File: src/rtl/prp_pkg.sv
`default_nettype none

package prp_pkg;

  localparam int unsigned PALETTE_DEPTH = 512;
  localparam int unsigned PTR_W         = $clog2(PALETTE_DEPTH);
  localparam int unsigned ENTRY_W       = 9;

  // register map, low three address bits
  localparam logic [2:0] REG_CTRL   = 3'd0;
  localparam logic [2:0] REG_PTR_LO = 3'd2;
  localparam logic [2:0] REG_PTR_HI = 3'd3;
  localparam logic [2:0] REG_ENT_LO = 3'd4;
  localparam logic [2:0] REG_ENT_HI = 3'd5;

  localparam logic [7:0] RD_IDLE    = 8'hFF;

  // controller -> datapath
  typedef struct packed {
    logic clear;  // zero one palette entry, step the sweep
    logic load;   // take a request, start the palette read
    logic exec;   // commit the request and load the result register
  } prp_cmd_t;

  // datapath -> controller
  typedef struct packed {
    logic clr_last;  // sweep is at the final entry
    logic out_busy;  // result register full and not taken this cycle
  } prp_sts_t;

  function automatic logic [2:0] divider_for(input logic [1:0] speed);
    logic [2:0] div;
    case (speed)
      2'd0:    div = 3'd4;
      2'd1:    div = 3'd3;
      default: div = 3'd2;
    endcase
    return div;
  endfunction

endpackage

`default_nettype wire

File: src/rtl/prp_ctrl.sv
`default_nettype none

module prp_ctrl (
  input  wire logic             clk_i,
  input  wire logic             rst_ni,
  input  wire logic             req_valid_i,
  output logic                  req_ready_o,
  input  wire prp_pkg::prp_sts_t sts_i,
  output prp_pkg::prp_cmd_t     cmd_o
);

  localparam logic [1:0] ST_CLEAR = 2'd0;
  localparam logic [1:0] ST_IDLE  = 2'd1;
  localparam logic [1:0] ST_EXEC  = 2'd2;

  logic [1:0] state_q, state_d;

  always_comb begin
    state_d   = state_q;
    cmd_o     = '0;
    req_ready_o = 1'b0;
    unique case (state_q)
      ST_CLEAR: begin
        cmd_o.clear = 1'b1;
        if (sts_i.clr_last) state_d = ST_IDLE;
      end
      ST_IDLE: begin
        req_ready_o = 1'b1;
        if (req_valid_i) begin
          cmd_o.load = 1'b1;
          state_d    = ST_EXEC;
        end
      end
      ST_EXEC: begin
        // wait here while the previous result is still unclaimed
        if (!sts_i.out_busy) begin
          cmd_o.exec = 1'b1;
          state_d    = ST_IDLE;
        end
      end
      default: state_d = ST_CLEAR;
    endcase
  end

  always_ff @(posedge clk_i or negedge rst_ni) begin
    if (!rst_ni) begin
      state_q <= ST_CLEAR;
    end else begin
      state_q <= state_d;
    end
  end

endmodule

`default_nettype wire

File: config.mk
export PLATFORM = sky130hd
export DESIGN_NAME = prp_ctrl
export DESIGN_NICKNAME = d
export VERILOG_FILES = /design/src/rtl/prp_pkg.sv /design/src/rtl/prp_ctrl.sv
export SDC_FILE = /design/constraint.sdc
export NUM_CORES = 1
export LEC_CHECK = 0
export BUFFER_PORTS_ARGS = -buffer_cell sky130_fd_sc_hd__buf_2
export CORE_AREA = 5 5 42 44
export DETAILED_ROUTE_END_ITERATION = 6
export DIE_AREA = 0 0 47 49
export GPL_ROUTABILITY_DRIVEN = 1
export SETUP_SLACK_MARGIN = 0.5
export SYNTH_ARGS = -nofsm -noshare
export SYNTH_HDL_FRONTEND = slang
export SYNTH_SLANG_ARGS = --single-unit
File: constraint.sdc
create_clock -name clk_i -period 2.67 [get_ports clk_i]
set_input_delay 0.1335 -clock clk_i [delete_from_list [all_inputs] [get_ports clk_i]]
set_output_delay 0.1335 -clock clk_i [all_outputs]
set_load 0.02 [all_outputs]
After elaboration in Yosys (flattened, before gate mapping). Index checks and enable logic that the tools add are counted.

Reductions and logical operators: 2. Equal/unequal tests: 5. Muxes and demuxes: 10.

Operators with widths (count): two-way mux 1 bit (6); two-way mux 2 bit (3); inequality test 2 bit (second input constant) (3); case mux 2 bit (3 select lines) (1); AND reduction 3 bit (1); == test 2 x 1 -> 1 bit (second input constant) (1); == test 2 bit (second input constant) (1); logical NOT 2 bit (1).

Bits in registers: 2. Word-level logic and storage cells: 18.

Depth between registers and ports, before layout. Gate-level depths: netlist of the first run.

Depth after elaboration: 3. Gate-level depth with buffers: 2.

Worst setup path after synthesis of the first run. No wires, ideal clock.

Path kind: reg2out. From: reg state_q[1]. To: out cmd_o[0] in the netlist's numbering. Required time: 2.536 ns. Setup slack: 1.637 ns. Cell stages (with the launch flop): 3. Path buffers: 0. Data arrival time: 0.899 ns. Path through: dfrtp_1 -> nor2b_1 -> nor2b_1.

RTL lines: from (decl) (RTL line prp_ctrl.sv:16) `logic [1:0] state_q, state_d;`; from (signal assigned) (RTL line prp_ctrl.sv:49) `state_q <= state_d;`; to (decl) (RTL line prp_ctrl.sv:9) `output prp_pkg::prp_cmd_t cmd_o`.

==> results of run 1 <==
==> synthesized netlist by cell type (all sizes together) <==
cell type  instances  area share [%]
nor2b              4              22
dfrtp              2              44
and3b              1             7.8
nand2              1             3.3
nor2               1             3.3
o21ai              1             4.4
o21bai             1             6.7
o31a               1             7.8
==> logic make-up (layout without fill, tap and decap cells) <==
group	count (synthesis)	in the layout
DFF	2	2
buffers and inverters	0	12
AOI/OAI and AO/OA	3	3
and+or+nand+nor	7	7
==> worst max-delay path by stage <==
stage                     cells after the start  endpoint  startpoint
after floorplan                               2  cmd_o[0]  state_q[1]
after global placement                        3  cmd_o[0]  state_q[1]
after detailed placement                      3  cmd_o[0]  state_q[1]
after CTS                                     3  cmd_o[0]  state_q[1]
after global routing                          3  cmd_o[0]  state_q[1]
final                                         3  cmd_o[0]  state_q[1]
==> where the power goes <==
group	internal, mW	leakage, nW	switching (mW)
registers	0.0453	0.0246	0.0242
logic	0.0476	0.0630	0.0597
clock network	0.0497	0.0138	0.0180
total	0.143	0.101	0.102
==> layer usage <==
layer	wire length [µm]	global-route usage, %	vias to the layer above
met5	0	0	-
met4	24	8.295	0
met3	33	1.476	4
met2	159	4.977	7
met1	113	2.423	59
li1	-	-	65
==> timing repair <==
| action | 4_1_cts | 5_1_grt |
|---|---|---|
| hold buffers | 1 | 0 |
| endpoints found under the hold margin | 2 | 0 |
| setup buffers | 0 | 0 |
==> cell type report <==
cell class,instances,area [µm²],area share [%]
clock buffer,3,22.52,10.98
multi-input combinational,10,62.56,30.49
tap,16,20.02,9.756
sequential,2,50.05,24.39
timing repair buffer,9,50.05,24.39
==> through the flow <==
step           area [µm²]  std cells
4_1_cts             205.2         40
2_1_floorplan       112.6         12
6_report            205.2         40
3_3_place_gp        172.7         36
5_1_grt             205.2         40
3_5_place_dp        172.7         36
==> critical path: stages, from the launching register on <==
cell     delay [ps]
dfrtp_1         430
nor2b_1         180
nor2b_1         140
buf_2           170
==> reports/qor.yml, run 1 <==
wl_per_cell_um: 8.275
synth_compound_area_share_pct: 18.89
syn-mean-instance-area_um2: 9.384
grt_max_degree: 8
finalWirelength_um: 331
cp_data_required_time_ps: 2540
r2r_slack_ps: 1690
fmax_mhz: 787.7
cp-end-kind: "output pin"
holdPathStages: 3
ys_seq_area_share_pct: 44.44
tightest_slew_ps: 197.1
cts_tree: "yes"
grt_use_total_pct: 3.876
cp-start-kind: "flop"
h-tree-depth: 1
rows: 14
hold_path.startpoint: "sts_i[0]"
die-area_um2: 2303
crit_fanout: 7
clk_path_buf_depth: 2
syn_to_final_growth_pct: 82.22
rsz0062_at_grt: "no"
largest_register_ff_count: 2
whs_ps: 172.6
grt_pass1_vias: 137
setup_tns_ps: 0
initial_core_util_pct: 8.036
min_path_type: "in -> reg"
gp_congestion: 0.5381
holdPathEnd: "state_q[1]"
p_per_area_nw_per_um2: 1192
synth-xor-area-share_pct: 0
synth_simple_gate_area_share_pct: 36.67
setup_slack_ps: 1401
status: "complete, no violations"
cts_buffers: 3
top_regs: "state_q (2)"
ir_drop_mv: 0.1903
core_um2: 1401
cts_root_buffer: "clkbuf_4"
dp_slack_ps: 1612
drtIter0Drc: 0
final_common_cell: "buf_2"
antenna_cells: 0
via_per_inst: 3.375
ant_nets: 0
clkLatencyLatePin_ps: 230
die-width_um: 47
antenna_found_initial: 0
finalSetupViolations: 0
ys_warn_count: 0
fill_cells: 169
period_share_pct: 47.54
ios: 9
hold_viol_final: 0
synth_seq_cells: 2
fin_nets: 31
p_leak_nw: 0.1014
vias: 135
total_power_uw: 244.5
synthAdderAreaFrac_pct: 0
drc: 0
worstReg2RegStart: "state_q[1]"
layout-drive-gt1-share_pct: 45.83
synthCells: 12
drv_cap: 0
syn-cell-area_um2: 112.6
regToRegEndpoint: "state_q[0]"
finalMaxSlewViolations: 0
die_y_um: 49
grt_pass1_wl_um: 538
regMostFlops: "state_q"
synth_cell_types: 8
numPortBuffers: 8
grt_overflow: 0
worstPathArrival_ps: 1140
syn-num-nets: 17
postLayoutCoreUtil_pct: 14.64
drt_pre_antenna_iters: 1
clk_pin_slew_worst_paths_ps: 30
cts_sinks: 2
layout_common_cells: "buf_2, nor2b_1, clkbuf_4, dfrtp_1"
synth_top_family_by_area: "simple AND/OR/NAND/NOR gates"
synth.area.mux_share_pct: 0
period_minus_slack_ps: 1269
skew_ps: 4.317
ff2ff_path_depth: 2
cts_resized: 0
critPathKind: "reg -> out"
slew_headroom_pct: 86.86
Power figures use the tool's default switching activity.
==> run 2: changes to the inputs <==
==> constraint.sdc (replaced) <==
create_clock -name clk_i -period 1.03 [get_ports clk_i]
set_input_delay 0.0515 -clock clk_i [delete_from_list [all_inputs] [get_ports clk_i]]
set_output_delay 0.0515 -clock clk_i [all_outputs]
set_load 0.02 [all_outputs]
==> run 2 against run 1 <==
Net effect:
- the flow now finishes with violations (negative setup slack)
- critical path depth down 1
- clock skew down 4.0 ps
- utilization up 5.1 points
- flip-flop and latch count unchanged
- setup slack worse by 1500 ps
- die area unchanged
- sequential share of layout area down 5.8 points
- first-iteration DRC count unchanged
- final cell count up 10%
- largest cell class is now non-clock buffers
==> reports/qor.yml, run 2 (synthesis results as in run 1) <==
fin_cells: 44
grt_pass1_vias: 173
ios: 9
slew_headroom_pct: 91.17
initial_core_util_pct: 8.036
pwr-share-comb_pct: 59.3
die-area_um2: 2303
die_y_um: 49
sw_frac_of_total_pct: 35.81
tightest_slew_ps: 132.4
p_clk_share_pct: 19.9
core_um2: 1401
hold_path.startpoint: "req_valid_i"
skew_ps: 0.2842
seqPwrFrac_pct: 20.8
min_path_type: "in -> reg"
critPathKind: "reg -> out"
die-width_um: 47
status: "finished with violations"
grt_overflow: 0
numPortBuffers: 8
r2r_slack_ps: 0
holdPathEnd: "state_q[0]"
largest_register_ff_count: 2
hold_viol_final: 0
layout_common_cells: "buf_4, buf_2, clkbuf_4, buf_6"
internal-power_uw: 552.1
drtIter0Drc: 0
p_leak_nw: 0.1286
holdPathStages: 3
worstReg2RegStart: "state_q[1]"
ff2ff_path_depth: 4
antenna_found_initial: 0
vias: 146
h-tree-depth: 1
dp.cells: 36
worstPathArrival_ps: 1030
dpl.hpwl_um: 256.1
cts_root_buffer: "clkbuf_4"
cp-start-kind: "flop"
via_per_inst: 3.318
gp_congestion: 0.6237
fmax_mhz: 926.2
cts_sinks: 2
regMostFlops: "state_q"
power_switching_uw: 308.0
finalSetupViolations: 4
layout-drive-gt1-share_pct: 71.43
clk_path_buf_depth: 2
drv_cap: 0
rsz0062_at_grt: "yes"
ant_nets: 0
crit_fanout: 6
p_per_area_nw_per_um2: 3110
final_common_cell: "buf_4"
clk_pin_slew_worst_paths_ps: 30
ir_drop_mv: 0.8221
clkLatencyLatePin_ps: 220
cp-end-kind: "output pin"
drc: 0
grt_pass1_wl_um: 683
top_regs: "state_q (2)"
finalWirelength_um: 359
cts_tree: "yes"
regToRegEndpoint: "state_q[0]"
rows: 14
cp_data_required_time_ps: 980
cts_buffers: 3
antenna_cells: 0
finalMaxSlewViolations: 0
syn_to_final_growth_pct: 145.6
grt_max_degree: 7
setup_slack_ps: -49.65
fin_nets: 35
period_minus_slack_ps: 1080
wl_per_cell_um: 8.159
grt_use_total_pct: 4.299
whs_ps: 100.3
drt_pre_antenna_iters: 1
violations: "negative setup slack"
period_share_pct: 104.8
## run 2: changes by cell type in the layout (fill, tap and decap cells not counted), sizes merged
cell / previous run / this run
buf: 8 / 12
## run 2: through the flow
stage	setup slack, ps	power, mW	utilization (%)	cell area, µm²	TNS [ps]
detailed placement	81.62	0.4687	12.59	176.4	0
global placement	103.1	0.4683	12.59	176.4	0
global route	-115.5	0.9379	19.73	276.5	-477.8
floorplan	84.20	0.3664	-	116.4	0
finish	-49.65	0.8601	19.73	276.5	-131.7
CTS	-63.00	0.8311	18.75	262.8	-173.1
## run 2: what timing repair did
item                                    CTS  global route
setup buffers                             3             1
resized for setup                        11             2
hold endpoints to repair                  2             0
endpoints found under the setup margin    6             6
pin swaps                                 1             1
hold buffers                              1             0
## run 2: per-layer routing
metal  part of all wire (%)  up-vias  wire length [µm]  global-route usage (%)
met5                      0        -                 0                       0
met4                      0        0                 0                   2.765
met3                    5.6        0                20                   3.690
met2                     58        4               208                   5.656
met1                     36       67               131                   4.405
li1                       -       75                 -                       -
## run 2: area by class of cell
cell class | count | area [µm²]
clock buffers | 3 | 22.52
fillers | 164 | 1125
multi-input cells | 10 | 81.33
flip-flops and latches | 2 | 51.30
well taps | 16 | 20.02
repair buffers | 13 | 101.3
## run 2: worst max path at each step
stage	to	start	depth (start not counted)
after floorplan	state_q[1]	state_q[0]	2
after global placement	cmd_o[0]	state_q[1]	3
after detailed placement	cmd_o[0]	state_q[1]	3
after CTS	req_ready_o	state_q[1]	3
after global routing	cmd_o[0]	state_q[1]	3
final	cmd_o[1]	state_q[0]	2
## run 2: power by group through the flow
stage	Sequential, mW	Combinational, mW	Clock [mW]
2_1_floorplan	0.165	0.201	0
5_1_grt	0.191	0.553	0.194
4_1_cts	0.176	0.469	0.186
3_5_place_dp	0.178	0.290	0
3_3_place_gp	0.175	0.294	0
6_report	0.179	0.510	0.172
## run 2: critical path, stage by stage, from the launching register on
cell	delay [ps]
dfrtp_2	440
and3b_2	240
buf_6	130
